`src/weighted_grid_cell_sampler_top_assert.svh`:
```
// ---------------------------------------------------------------------------
// Assertion macros for the weighted grid cell sampler
// Wrappers that bind the block clock and synchronous reset.
// ---------------------------------------------------------------------------
`ifndef WEIGHTED_GRID_CELL_SAMPLER_TOP_ASSERT_SVH
`define WEIGHTED_GRID_CELL_SAMPLER_TOP_ASSERT_SVH

// condition must hold in the same cycle as the trigger
`define WGCS_ASSERT_SAME(lbl, trig, cond, msg) \
  lbl: assert property (@(posedge clk) disable iff (rst) (trig) |-> (cond)) else $error(msg);

// condition must hold in the cycle after the trigger
`define WGCS_ASSERT_NEXT(lbl, trig, cond, msg) \
  lbl: assert property (@(posedge clk) disable iff (rst) (trig) |=> (cond)) else $error(msg);

// condition must hold on every cycle
`define WGCS_ASSERT_ALWAYS(lbl, cond, msg) \
  lbl: assert property (@(posedge clk) disable iff (rst) (cond)) else $error(msg);

`endif

```
`src/wgcs_pkg.sv`:
```
// ---------------------------------------------------------------------------
// wgcs_pkg
// Shared widths, register indexes and control structs of the sampler.
// ---------------------------------------------------------------------------
`timescale 1ns / 1ps

package wgcs_pkg;

  localparam int DIM_W      = 7;
  localparam int ORG_W      = 40;
  localparam int CELL_W     = 24;
  localparam int FRAC_W     = 16;
  localparam int COORD_W    = 48;
  localparam int CFG_IDX_W  = 3;
  localparam int CFG_DATA_W = 40;
  localparam int DIM_MAX    = (1 << DIM_W) - 1;

  localparam logic [CFG_IDX_W-1:0] CFG_GRID_COLUMNS = 3'd0;
  localparam logic [CFG_IDX_W-1:0] CFG_GRID_ROWS    = 3'd1;
  localparam logic [CFG_IDX_W-1:0] CFG_ORIGIN_EAST  = 3'd2;
  localparam logic [CFG_IDX_W-1:0] CFG_ORIGIN_NORTH = 3'd3;
  localparam logic [CFG_IDX_W-1:0] CFG_CELL_WIDTH   = 3'd4;
  localparam logic [CFG_IDX_W-1:0] CFG_CELL_HEIGHT  = 3'd5;

  localparam logic STATUS_OK         = 1'b0;
  localparam logic STATUS_ZERO_TOTAL = 1'b1;

  typedef struct packed {
    logic [DIM_W-1:0]        cols;
    logic [DIM_W-1:0]        rows;
    logic signed [ORG_W-1:0] origin_east;
    logic signed [ORG_W-1:0] origin_north;
    logic [CELL_W-1:0]       cell_width;
    logic [CELL_W-1:0]       cell_height;
  } cfg_t;

  typedef struct packed {
    logic load;
    logic start;
    logic walk;
    logic mul;
    logic emit;
  } cmd_t;

  typedef struct packed {
    logic zero_total;
    logic hit;
    logic out_free;
  } stat_t;

endpackage

```
`src/wgcs_cfg.sv`:
```
// ---------------------------------------------------------------------------
// wgcs_cfg
// Configuration registers; grid dimensions are clamped when written.
// ---------------------------------------------------------------------------
`timescale 1ns / 1ps

module wgcs_cfg #(
  parameter int MAX_COLUMNS = 64,
  parameter int MAX_ROWS    = 64
) (
  input  logic                            clk,
  input  logic                            rst,
  input  logic                            cfg_we,
  input  logic [wgcs_pkg::CFG_IDX_W-1:0]  cfg_index,
  input  logic [wgcs_pkg::CFG_DATA_W-1:0] cfg_data,
  output wgcs_pkg::cfg_t                  cfg
);

  localparam logic [wgcs_pkg::DIM_W-1:0] COL_CAP = (MAX_COLUMNS > wgcs_pkg::DIM_MAX) ?
    wgcs_pkg::DIM_W'(wgcs_pkg::DIM_MAX) : wgcs_pkg::DIM_W'(MAX_COLUMNS);
  localparam logic [wgcs_pkg::DIM_W-1:0] ROW_CAP = (MAX_ROWS > wgcs_pkg::DIM_MAX) ?
    wgcs_pkg::DIM_W'(wgcs_pkg::DIM_MAX) : wgcs_pkg::DIM_W'(MAX_ROWS);
  localparam logic [wgcs_pkg::DIM_W-1:0] DIM_RESET = wgcs_pkg::DIM_W'(64);
  localparam logic [wgcs_pkg::DIM_W-1:0] DIM_ONE   = wgcs_pkg::DIM_W'(1);

  function automatic logic [wgcs_pkg::DIM_W-1:0] clamp_dim(
    input logic [wgcs_pkg::DIM_W-1:0] v,
    input logic [wgcs_pkg::DIM_W-1:0] cap
  );
    logic [wgcs_pkg::DIM_W-1:0] r;
    if (v == '0) begin
      r = DIM_ONE;
    end else if (v > cap) begin
      r = cap;
    end else begin
      r = v;
    end
    return r;
  endfunction

  always_ff @(posedge clk) begin
    if (rst) begin
      cfg.cols         <= clamp_dim(DIM_RESET, COL_CAP);
      cfg.rows         <= clamp_dim(DIM_RESET, ROW_CAP);
      cfg.origin_east  <= '0;
      cfg.origin_north <= '0;
      cfg.cell_width   <= wgcs_pkg::CELL_W'(256);
      cfg.cell_height  <= wgcs_pkg::CELL_W'(256);
    end else if (cfg_we) begin
      case (cfg_index)
        wgcs_pkg::CFG_GRID_COLUMNS:
          cfg.cols <= clamp_dim(cfg_data[wgcs_pkg::DIM_W-1:0], COL_CAP);
        wgcs_pkg::CFG_GRID_ROWS:
          cfg.rows <= clamp_dim(cfg_data[wgcs_pkg::DIM_W-1:0], ROW_CAP);
        wgcs_pkg::CFG_ORIGIN_EAST:  cfg.origin_east  <= cfg_data[wgcs_pkg::ORG_W-1:0];
        wgcs_pkg::CFG_ORIGIN_NORTH: cfg.origin_north <= cfg_data[wgcs_pkg::ORG_W-1:0];
        wgcs_pkg::CFG_CELL_WIDTH:   cfg.cell_width   <= cfg_data[wgcs_pkg::CELL_W-1:0];
        wgcs_pkg::CFG_CELL_HEIGHT:  cfg.cell_height  <= cfg_data[wgcs_pkg::CELL_W-1:0];
        default: ;
      endcase
    end
  end

endmodule

```
`config.mk`:
```
export PLATFORM = sky130hd
export DESIGN_NAME = wgcs_cfg
export DESIGN_NICKNAME = d
export VERILOG_FILES = /design/src/weighted_grid_cell_sampler_top_assert.svh /design/src/wgcs_pkg.sv /design/src/wgcs_cfg.sv
export SDC_FILE = /design/constraint.sdc
export NUM_CORES = 1
export LEC_CHECK = 0
export BUFFER_PORTS_ARGS = -buffer_cell sky130_fd_sc_hd__buf_2
export CORE_MARGIN = 2
export CORE_UTILIZATION = 30
export CTS_CLUSTER_DIAMETER = 150
export DETAILED_ROUTE_END_ITERATION = 8
export PLACE_DENSITY = 0.64
export SYNTH_ARGS = -nofsm -noshare
export SYNTH_HDL_FRONTEND = slang
export SYNTH_SLANG_ARGS = --single-unit
```
`constraint.sdc`:
```
create_clock -name clk -period 1.1 [get_ports clk]
set_input_delay 0.11 -clock clk [delete_from_list [all_inputs] [get_ports clk]]
set_output_delay 0.11 -clock clk [all_outputs]
set_load 0.1 [all_outputs]
```
==> run_results.csv <==
group,metric,value,unit
layout,drive_gt1_share,48.1,%
clocking,cts_buffers,17,
layout,fillerInstances,1340,
placement,dp.final_hpwl,11.7,mm
floorplanning,rows,47,
yosys,yosys_warnings,0,
sta,tns,0,ps
clocking,clock_latency,410,ps
yosys,yosysSeqAreaShare,55.4,%
placement,routabilityCongestion,0.742,
pwr,swShare,25.1,%
sta,slew_headroom,74.3,%
clocking,cts.clk_slew.worst_paths,60,ps
layout,antennaDiodeCount,0,
setup_path,critPathLaunchType,"flop",
layout,final_common_cell,"nand2_1",
run,max_cap_viol_count,0,
yosys,syn_avg_cell_area,8.22,um^2
status,outcome,"finished, final reports clean",
placement,placed_cells,1011,
layout,final_cell_mix,"253 x nand2_1, 152 x buf_12, 141 x dfxtp_2",
routing,dr.pass1.iters,4,
setup_path,crit_family,"flip-flops",
pwr,power.density,1450,nW/um^2
floorplanning,design.die.area,18200,um^2
placement,pre_cts_ws,-139,ps
yosys,netlist_instances,624,
min_path,holdPathEnd,"cfg[40]",
global_routing,gr-usage-all-layers,18.8,%
routing,wl_per_cell,15.5,um
min_path,min_from,"rst",
setup_path,r2r_end,"cfg[134]",
floorplanning,core_area,16600,um^2
setup_path,required,990,ps
layout,largest_register_ff_count,142,
setup_path,cpMaxStageDelayCell,"dfxtp_2",
layout,stdcell_count,1079,
pwr,pwr-share-clk,48.5,%
min_path,hold_depth,2,
clocking,htreeDepth,4,
routing,via_per_inst,4.60,
placement,io_buffers,187,
global_routing,grt_max_degree,43,
setup_path,crit_buf_inv,1,
sta,timing.final.ws_setup,27.6,ps
sta,worst_pin_slew,385,ps
setup_path,path_cells,"buf_12",
pwr,pwr-share-comb,13.9,%
pwr,seq_power_share,37.6,%
pwr,internal_power,10.7,mW
global_routing,grtUsageMet2,31.4,%
yosys,syn-cell-area,5130,um^2
sta,setup-violations-final,0,
pwr,p_leak,3.68,nW
global_routing,gr-usage-met1,22.4,%
setup_path,r2r_start,"cfg[134]",
layout,top_regs,"cfg (142)",
setup_path,path_max_fanout,2,
routing,postRouteAntennaNets,0,
pwr,ir_worst_vdd,0.00101,V
routing,routed_wl,16.8,mm
sta,clock_skew,0,ps
global_routing,grt_antenna_before_repair,0,
routing,dr.first_iter.drc_count,198,
clocking,cts_tree,"built",
setup_path,crit_type,"reg -> out",
sta,slew_violations,0,
layout,regMostFlops,"cfg",
setup_path,r2r_cells,2,
sta,period_minus_slack,1070,ps
min_path,hold_path.class,"in -> reg",
clocking,root_buffer,"clkbuf_16",
setup_path,r2r_slack,270,ps
floorplanning,die_w,135,um
global_routing,gr-usage-met3,6.53,%
sta,max_freq,932,MHz
routing,drc,0,
sta,finalHoldViolations,0,
clocking,cts_setup_buffers,0,
clocking,cts.sink_count,142,
yosys,ys_types,25,
yosys,synth_seq_cells,142,
global_routing,grt_overflow_total,0,
global_routing,grt_pass1_wl,26.6,mm
floorplanning,die_h,135,um
floorplanning,start_util,30.8,%
pwr,p_switching,3.60,mW
setup_path,worstPathArrival,960,ps
global_routing,grt_pass1_vias,5045,
layout,syn_to_final_growth,92.1,%
routing,vias,4965,
sta,period_share,97.5,%
setup_path,cp-end-kind,"primary output",
sta,rsz0062_at_grt,"false",
floorplanning,num_io_pins,188,
clocking,cts_buffer_depth,2,
yosys,synth_nets,670,
setup_path,critPathMaxStageDelay,360,ps
layout,nNetsFinal,892,
global_routing,grt-busiest-layer,"met2",
synthesized netlist by cell type:
cell type,instances,area share (%)
nand2_2,3,0.37
clkbuf_1,21,1.5
a21oi_2,9,1.5
dfxtp_1,142,55
nand3b_1,2,0.29
a211o_1,2,0.34
nand4bb_1,2,0.44
and4bb_2,2,0.49
a21oi_1,118,12
nor2_1,12,0.88
buf_2,17,1.7
nor3_1,1,0.098
buf_6,5,1.1
nor4_1,1,0.12
buf_1,1,0.073
and4b_1,2,0.39
buf_4,6,0.88
nor4bb_1,1,0.20
nand4b_1,2,0.34
nand2_1,253,19
a211oi_1,2,0.29
nor2b_1,8,0.98
clkbuf_2,1,0.098
nor4b_4,1,0.46
mux2i_1,10,2.0
worst max path at each step:
| stage | startpoint | endpoint | slack (ps) | depth (start not counted) |
|---|---|---|---|---|
| CTS | cfg[44] | cfg[44] | 8 | 1 |
| floorplan | cfg_index[1] | cfg[134] | 3 | 5 |
| global placement | cfg_index[2] | cfg[134] | -110 | 4 |
| global route | cfg[137] | cfg[137] | 0.6 | 1 |
| finish | cfg[13] | cfg[13] | 30 | 1 |
| detailed placement | cfg_index[0] | cfg[29] | -140 | 6 |
cell families after synthesis:
kind of cell | after synthesis | synth area share, %
AND/OR/NAND/NOR | 290 | 23.6
flip-flops | 142 | 55.4
buffers and inverters | 51 | 5.34
AO/OA/AOI/OAI | 131 | 13.7
multiplexers | 10 | 1.95
through the flow:
stage / cell area (um^2) / hold slack [ps] / utilization (%) / total power, mW
2_1_floorplan: 5310 / 229 / - / 6.57
3_3_place_gp: 8760 / 356 / 52.6 / 7.38
3_5_place_dp: 8760 / 360 / 52.6 / 7.40
4_1_cts: 9830 / 80.0 / 59.1 / 14.5
5_1_grt: 9850 / 98.8 / 59.2 / 14.8
6_report: 9850 / 101 / 59.2 / 14.3
metal layers:
metal | vias to the layer above | part of all wire [%]
li1 | 2470 | -
met3 | 25 | 7.7
met1 | 2327 | 41
met4 | 0 | 2.0
met2 | 143 | 49
met5 | - | 0
cell type report:
| cell class | instances | area [um^2] | share of cell area (%) |
|---|---|---|---|
| clock buffer | 17 | 425 | 4.32 |
| clock inverter | 15 | 289 | 2.93 |
| multi-input combinational | 431 | 2050 | 20.8 |
| sequential | 142 | 3020 | 30.7 |
| tap | 220 | 275 | 2.80 |
| timing repair buffer | 254 | 3790 | 38.5 |
worst register-to-register path: stages (launching register included):
cell and delay, ps:
dfxtp_2 330, nor2b_1 120, a211o_1 270
power groups by stage:
stage	Clock [mW]	Combinational [mW]	Sequential [mW]
after floorplan	0	0.342	6.22
final	6.94	1.99	5.39
after CTS	7.08	2.00	5.39
after global routing	7.30	2.08	5.40
after global placement	0	1.88	5.50
after detailed placement	0	1.89	5.50
timing repair:
| action | in CTS | in global routing |
|---|---|---|
| hold buffers | 36 | 0 |
| endpoints found under the setup margin | 0 | 3 |
| gates resized for setup | 0 | 4 |
| endpoints found under the hold margin | 110 | 0 |
Power figures use the tool's default switching activity.
