===== src/weighted_grid_cell_sampler_top_assert.svh =====
// ---------------------------------------------------------------------------
// Assertion macros for the weighted grid cell sampler
// Wrappers that bind the block clock and synchronous reset.
// ---------------------------------------------------------------------------
`ifndef WEIGHTED_GRID_CELL_SAMPLER_TOP_ASSERT_SVH
`define WEIGHTED_GRID_CELL_SAMPLER_TOP_ASSERT_SVH

// condition must hold in the same cycle as the trigger
`define WGCS_ASSERT_SAME(lbl, trig, cond, msg) \
  lbl: assert property (@(posedge clk) disable iff (rst) (trig) |-> (cond)) else $error(msg);

// condition must hold in the cycle after the trigger
`define WGCS_ASSERT_NEXT(lbl, trig, cond, msg) \
  lbl: assert property (@(posedge clk) disable iff (rst) (trig) |=> (cond)) else $error(msg);

// condition must hold on every cycle
`define WGCS_ASSERT_ALWAYS(lbl, cond, msg) \
  lbl: assert property (@(posedge clk) disable iff (rst) (cond)) else $error(msg);

`endif


===== src/wgcs_pkg.sv =====
// ---------------------------------------------------------------------------
// wgcs_pkg
// Shared widths, register indexes and control structs of the sampler.
// ---------------------------------------------------------------------------
`timescale 1ns / 1ps

package wgcs_pkg;

  localparam int DIM_W      = 7;
  localparam int ORG_W      = 40;
  localparam int CELL_W     = 24;
  localparam int FRAC_W     = 16;
  localparam int COORD_W    = 48;
  localparam int CFG_IDX_W  = 3;
  localparam int CFG_DATA_W = 40;
  localparam int DIM_MAX    = (1 << DIM_W) - 1;

  localparam logic [CFG_IDX_W-1:0] CFG_GRID_COLUMNS = 3'd0;
  localparam logic [CFG_IDX_W-1:0] CFG_GRID_ROWS    = 3'd1;
  localparam logic [CFG_IDX_W-1:0] CFG_ORIGIN_EAST  = 3'd2;
  localparam logic [CFG_IDX_W-1:0] CFG_ORIGIN_NORTH = 3'd3;
  localparam logic [CFG_IDX_W-1:0] CFG_CELL_WIDTH   = 3'd4;
  localparam logic [CFG_IDX_W-1:0] CFG_CELL_HEIGHT  = 3'd5;

  localparam logic STATUS_OK         = 1'b0;
  localparam logic STATUS_ZERO_TOTAL = 1'b1;

  typedef struct packed {
    logic [DIM_W-1:0]        cols;
    logic [DIM_W-1:0]        rows;
    logic signed [ORG_W-1:0] origin_east;
    logic signed [ORG_W-1:0] origin_north;
    logic [CELL_W-1:0]       cell_width;
    logic [CELL_W-1:0]       cell_height;
  } cfg_t;

  typedef struct packed {
    logic load;
    logic start;
    logic walk;
    logic mul;
    logic emit;
  } cmd_t;

  typedef struct packed {
    logic zero_total;
    logic hit;
    logic out_free;
  } stat_t;

endpackage


===== src/wgcs_ctrl.sv =====
// ---------------------------------------------------------------------------
// wgcs_ctrl
// Request sequencer: load while idle, draw through walk, multiply, emit (zero total: emit).
// ---------------------------------------------------------------------------
`timescale 1ns / 1ps

module wgcs_ctrl (
  input  logic            clk,
  input  logic            rst,
  input  logic            in_valid,
  input  logic            in_kind,
  output logic            in_ready,
  input  wgcs_pkg::stat_t stat,
  output wgcs_pkg::cmd_t  cmd
);

  typedef enum logic [3:0] {
    ST_IDLE = 4'b0001,
    ST_WALK = 4'b0010,
    ST_MUL  = 4'b0100,
    ST_EMIT = 4'b1000
  } state_t;

  state_t state, state_next;

  always_comb begin
    state_next = state;
    case (state)
      ST_IDLE: begin
        if (in_valid && in_kind) begin
          state_next = stat.zero_total ? ST_EMIT : ST_WALK;
        end
      end
      ST_WALK: begin
        if (stat.hit) begin
          state_next = ST_MUL;
        end
      end
      ST_MUL: state_next = ST_EMIT;
      ST_EMIT: begin
        if (stat.out_free) begin
          state_next = ST_IDLE;
        end
      end
      default: state_next = ST_IDLE;
    endcase
  end

  always_ff @(posedge clk) begin
    if (rst) begin
      state <= ST_IDLE;
    end else begin
      state <= state_next;
    end
  end

  assign in_ready  = (state == ST_IDLE);
  assign cmd.load  = (state == ST_IDLE) && in_valid && !in_kind;
  assign cmd.start = (state == ST_IDLE) && in_valid && in_kind;
  assign cmd.walk  = (state == ST_WALK);
  assign cmd.mul   = (state == ST_MUL);
  assign cmd.emit  = (state == ST_EMIT);

endmodule


===== config.mk =====
export PLATFORM = sky130hd
export DESIGN_NAME = wgcs_ctrl
export DESIGN_NICKNAME = d
export VERILOG_FILES = /design/src/weighted_grid_cell_sampler_top_assert.svh /design/src/wgcs_pkg.sv /design/src/wgcs_ctrl.sv
export SDC_FILE = /design/constraint.sdc
export NUM_CORES = 1
export LEC_CHECK = 0
export ABC_AREA = 1
export BUFFER_PORTS_ARGS = -buffer_cell sky130_fd_sc_hd__buf_4
export CORE_AREA = 10 10 47 49
export DETAILED_ROUTE_END_ITERATION = 8
export DIE_AREA = 0 0 57 59
export PLACE_DENSITY_LB_ADDON = 0.25
export SLEW_MARGIN = 20
export SYNTH_ARGS = -nofsm -noshare
export SYNTH_HDL_FRONTEND = slang
export SYNTH_SLANG_ARGS = --single-unit

===== constraint.sdc =====
create_clock -name clk -period 1.18 [get_ports clk]
set_input_delay 0.177 -clock clk [delete_from_list [all_inputs] [get_ports clk]]
set_output_delay 0.177 -clock clk [all_outputs]
set_load 0.02 [all_outputs]

==> out/summary.json <==
{
  "synth_top_area_cell": {"value": "sky130_fd_sc_hd__dfxtp_1"},
  "ys_warn_count": {"value": 0},
  "worstPathArrival": {"value": 1.14, "unit": "ns"},
  "detailroute.via_count": {"value": 373},
  "viasPerCell": {"value": 4.34},
  "mappedNetlistArea": {"value": 258, "unit": "µm²"},
  "grt_setup_unrepaired": {"value": "yes"},
  "syn-mean-instance-area": {"value": 6.14, "unit": "µm²"},
  "grt_start_max_net_pins": {"value": 5},
  "critPathRequiredTime": {"value": 1.00, "unit": "ns"},
  "globalplace.congestion": {"value": 0.730},
  "worstPathCellList": {"value": "nor2_4 > nand2_4 > inv_4 > nand2_2 > nor2_2 > buf_6"},
  "synth.top_cells.by_area": {"value": "sky130_fd_sc_hd__dfxtp_1 (31%), sky130_fd_sc_hd__inv_1 (13%), sky130_fd_sc_hd__nand2_1 (10%), sky130_fd_sc_hd__nor2_1 (10%), sky130_fd_sc_hd__nand3_1 (9.7%)"},
  "groute.usage.overall": {"value": 0.0574},
  "number_of_buffers_added_on_ports": {"value": 12},
  "clock_power_share": {"value": 0.151},
  "place_worst_setup_slack": {"value": 0.00733, "unit": "ns"},
  "fin_total_pwr": {"value": 1.08, "unit": "mW"},
  "synth-seq-area-share": {"value": 0.311},
  "clkLatencyLatePin": {"value": 0.23, "unit": "ns"},
  "crit_path_max_fanout": {"value": 4},
  "grt_pass1_wl": {"value": 1.57, "unit": "mm"},
  "number_of_iterations_in_the_first_detailed_routing_pass": {"value": 4},
  "grt_overflow": {"value": 0},
  "setup.worst_path.start_class": {"value": "flop"},
  "violated_checks": {"value": "negative setup slack"},
  "first_global_vias": {"value": 377},
  "finalCriticalPeriod": {"value": 1.31, "unit": "ns"},
  "slew_violations": {"value": 0},
  "synth-async-reset-ratio": {"value": 0},
  "dr.first_iter.drc_count": {"value": 5},
  "power.combinational.fraction": {"value": 0.668},
  "nFillCells": {"value": 157},
  "post-route-period-util": {"value": 1.11},
  "clock_sink_count": {"value": 4},
  "io_pins": {"value": 13},
  "ys_types": {"value": 13},
  "initial_core_utilization": {"value": 0.184},
  "netSwitchingPower": {"value": 0.431, "unit": "mW"},
  "reg.largest.list": {"value": "state (4)"},
  "skew": {"value": 0.00277, "unit": "ns"},
  "detail_route.drc_violations": {"value": 0},
  "place_hpwl": {"value": 637, "unit": "µm"},
  "setup.worst_path.class": {"value": "flop to primary output"},
  "final_cell_area": {"value": 593, "unit": "µm²"},
  "floorplan.core_area": {"value": 1400, "unit": "µm²"},
  "timing.rr.start": {"value": "state[1]"},
  "ys.flop_type": {"value": "sky130_fd_sc_hd__dfxtp_1"},
  "critPathLaunch": {"value": "state[1]"},
  "clock-root-buffer": {"value": "sky130_fd_sc_hd__clkbuf_4"},
  "post_dp_cell_area": {"value": 392, "unit": "µm²"},
  "design.die.area": {"value": 3360, "unit": "µm²"},
  "worst_hold_startpoint": {"value": "rst"},
  "worstMarginPinSlew": {"value": 0.185, "unit": "ns"},
  "tritoncts.num_buffers": {"value": 3},
  "intPower": {"value": 0.648, "unit": "mW"},
  "number_of_buffers_between_clock_root_and_the_deepest_sink": {"value": 2},
  "outcome": {"value": "finished, violations left"},
  "worst_path_max_delay_cell": {"value": "sky130_fd_sc_hd__dfxtp_4"},
  "nets": {"value": 79},
  "mappedNetlistNets": {"value": 49},
  "synth_top_cell_area_share": {"value": 0.311},
  "grt_antenna_before_repair": {"value": 0},
  "max_slew_margin": {"value": 0.877},
  "cts_tree": {"value": "done"},
  "final-setup-viol-count": {"value": 7},
  "vdd_ir_drop_max": {"value": 0.00110, "unit": "V"},
  "p_sw_frac": {"value": 0.399},
  "detail_route.wirelength": {"value": 1.02, "unit": "mm"},
  "largest_register_ff_count": {"value": 4},
  "number_of_flops_mapped_to_enable_cells_by_yosys": {"value": 0},
  "ys_ff_latch": {"value": 4},
  "netlist_instances": {"value": 42},
  "clkTransAtPathRegs": {"value": 0.04, "unit": "ns"},
  "setup_total_negative_slack": {"value": -0.583, "unit": "ns"},
  "htree_levels": {"value": 1},
  "drv.max_cap_violation_count": {"value": 0},
  "clock.fmax": {"value": 761, "unit": "MHz"},
  "chipWidth": {"value": 57, "unit": "µm"},
  "p_per_area": {"value": 1820, "unit": "nW/µm²"},
  "finalHoldViolations": {"value": 0},
  "final.setup.worst_slack": {"value": -0.134, "unit": "ns"},
  "die_height": {"value": 59, "unit": "µm"},
  "leakage_component_of_the_power": {"value": 0.301, "unit": "nW"},
  "wl_per_cell": {"value": 11.8, "unit": "µm"},
  "critical-path-max-stage-delay": {"value": 0.36, "unit": "ns"},
  "std_cell_rows": {"value": 14},
  "min_path_type": {"value": "input pin to flop"},
  "power_frac_seq": {"value": 0.181},
  "antenna-diode-count": {"value": 0},
  "areaGrowthSynthToFinish": {"value": 130, "unit": "%"},
  "share_of_post_route_cells_with_drive_strength_above_1": {"value": 0.700},
  "registers.top_by_ff_count": {"value": "state"},
  "type_of_element_capturing_the_critical_path": {"value": "primary output"},
  "number_of_nets_still_failing_antenna_checks_after_routing": {"value": 0}
}
metal layers:
| layer | track usage | vias up | wire length, µm |
|---|---|---|---|
| met5 | 0 | - | 0 |
| met4 | 0.0134 | 0 | 76 |
| met3 | 0.0365 | 6 | 63 |
| met2 | 0.105 | 14 | 496 |
| met1 | 0.0521 | 167 | 381 |
| li1 | - | 186 | - |
cell usage after synthesis, types with 3 or more instances:
master and instances:
sky130_fd_sc_hd__nor2_2 3, sky130_fd_sc_hd__nand2_1 7, sky130_fd_sc_hd__inv_1 9, sky130_fd_sc_hd__nand3_1 5, sky130_fd_sc_hd__nor2_1 7, sky130_fd_sc_hd__dfxtp_1 4
placed cells by master, fill, tap and decap left out, types with 2 or more instances in the layout:
master	netlist	routed
sky130_fd_sc_hd__nand3_2	1	3
sky130_fd_sc_hd__nand2_2	1	2
sky130_fd_sc_hd__nor2_1	7	3
sky130_fd_sc_hd__buf_6	0	8
sky130_fd_sc_hd__nor2_2	3	3
sky130_fd_sc_hd__nor2_4	0	4
sky130_fd_sc_hd__dfxtp_2	0	3
sky130_fd_sc_hd__buf_4	0	17
sky130_fd_sc_hd__inv_1	9	6
sky130_fd_sc_hd__clkbuf_4	0	3
sky130_fd_sc_hd__nand2_1	7	5
sky130_fd_sc_hd__inv_2	0	2
sky130_fd_sc_hd__nand3_1	5	3
through the flow:
| step | utilization | cells | hold slack, ns |
|---|---|---|---|
| after floorplan | - | 42 | 0.246 |
| final | 0.423 | 86 | 0.118 |
| after global placement | 0.279 | 72 | 0.368 |
| after CTS | 0.354 | 81 | 0.118 |
| after detailed placement | 0.279 | 72 | 0.369 |
| after global routing | 0.423 | 86 | 0.123 |
what timing repair did:
item,in CTS,in global routing
setup buffers,6,6
pin swaps,6,12
resized for setup,14,16
setup endpoints to repair,6,8
hold buffers,0,0
layout make-up:
type	count	area, µm²	share of cell area
Clock buffer	3	22.5	0.0380
Sequential cell	4	87.6	0.148
Timing Repair Buffer	25	218	0.367
Tap cell	16	20.0	0.0338
Inverter	9	36.3	0.0612
Multi-Input combinational cell	29	209	0.352
worst max-delay path, delay by kind of cell (launching register included):
kind | cells | cell delay, ns
buffers and inverters | 2 | 0.18
DFF | 1 | 0.36
and+or+nand+nor | 4 | 0.36
power groups by stage:
| stage | Combinational (mW) | Sequential [mW] | Clock [mW] |
|---|---|---|---|
| after floorplan | 0.255 | 0.183 | 0 |
| after global placement | 0.383 | 0.185 | 0 |
| after detailed placement | 0.382 | 0.184 | 0 |
| after CTS | 0.555 | 0.191 | 0.168 |
| after global routing | 0.779 | 0.202 | 0.180 |
| final | 0.720 | 0.195 | 0.163 |
logic make-up after synthesis:
| logic type | Yosys count | synth area share |
|---|---|---|
| and+or+nand+nor | 27 | 0.510 |
| buffers and inverters | 9 | 0.131 |
| DFF | 4 | 0.311 |
| AOI/OAI and AO/OA | 2 | 0.0485 |
final timing paths:
kind	depth (start not counted)	endpoint	slack, ns
setup / recovery	6	cmd[4]	-0.13
hold / removal	2	state[1]	0.12
setup reg to reg	7	state[0]	-0.01
hold reg to reg	4	state[3]	0.67
No activity file was read; power rests on OpenSTA's default activity.
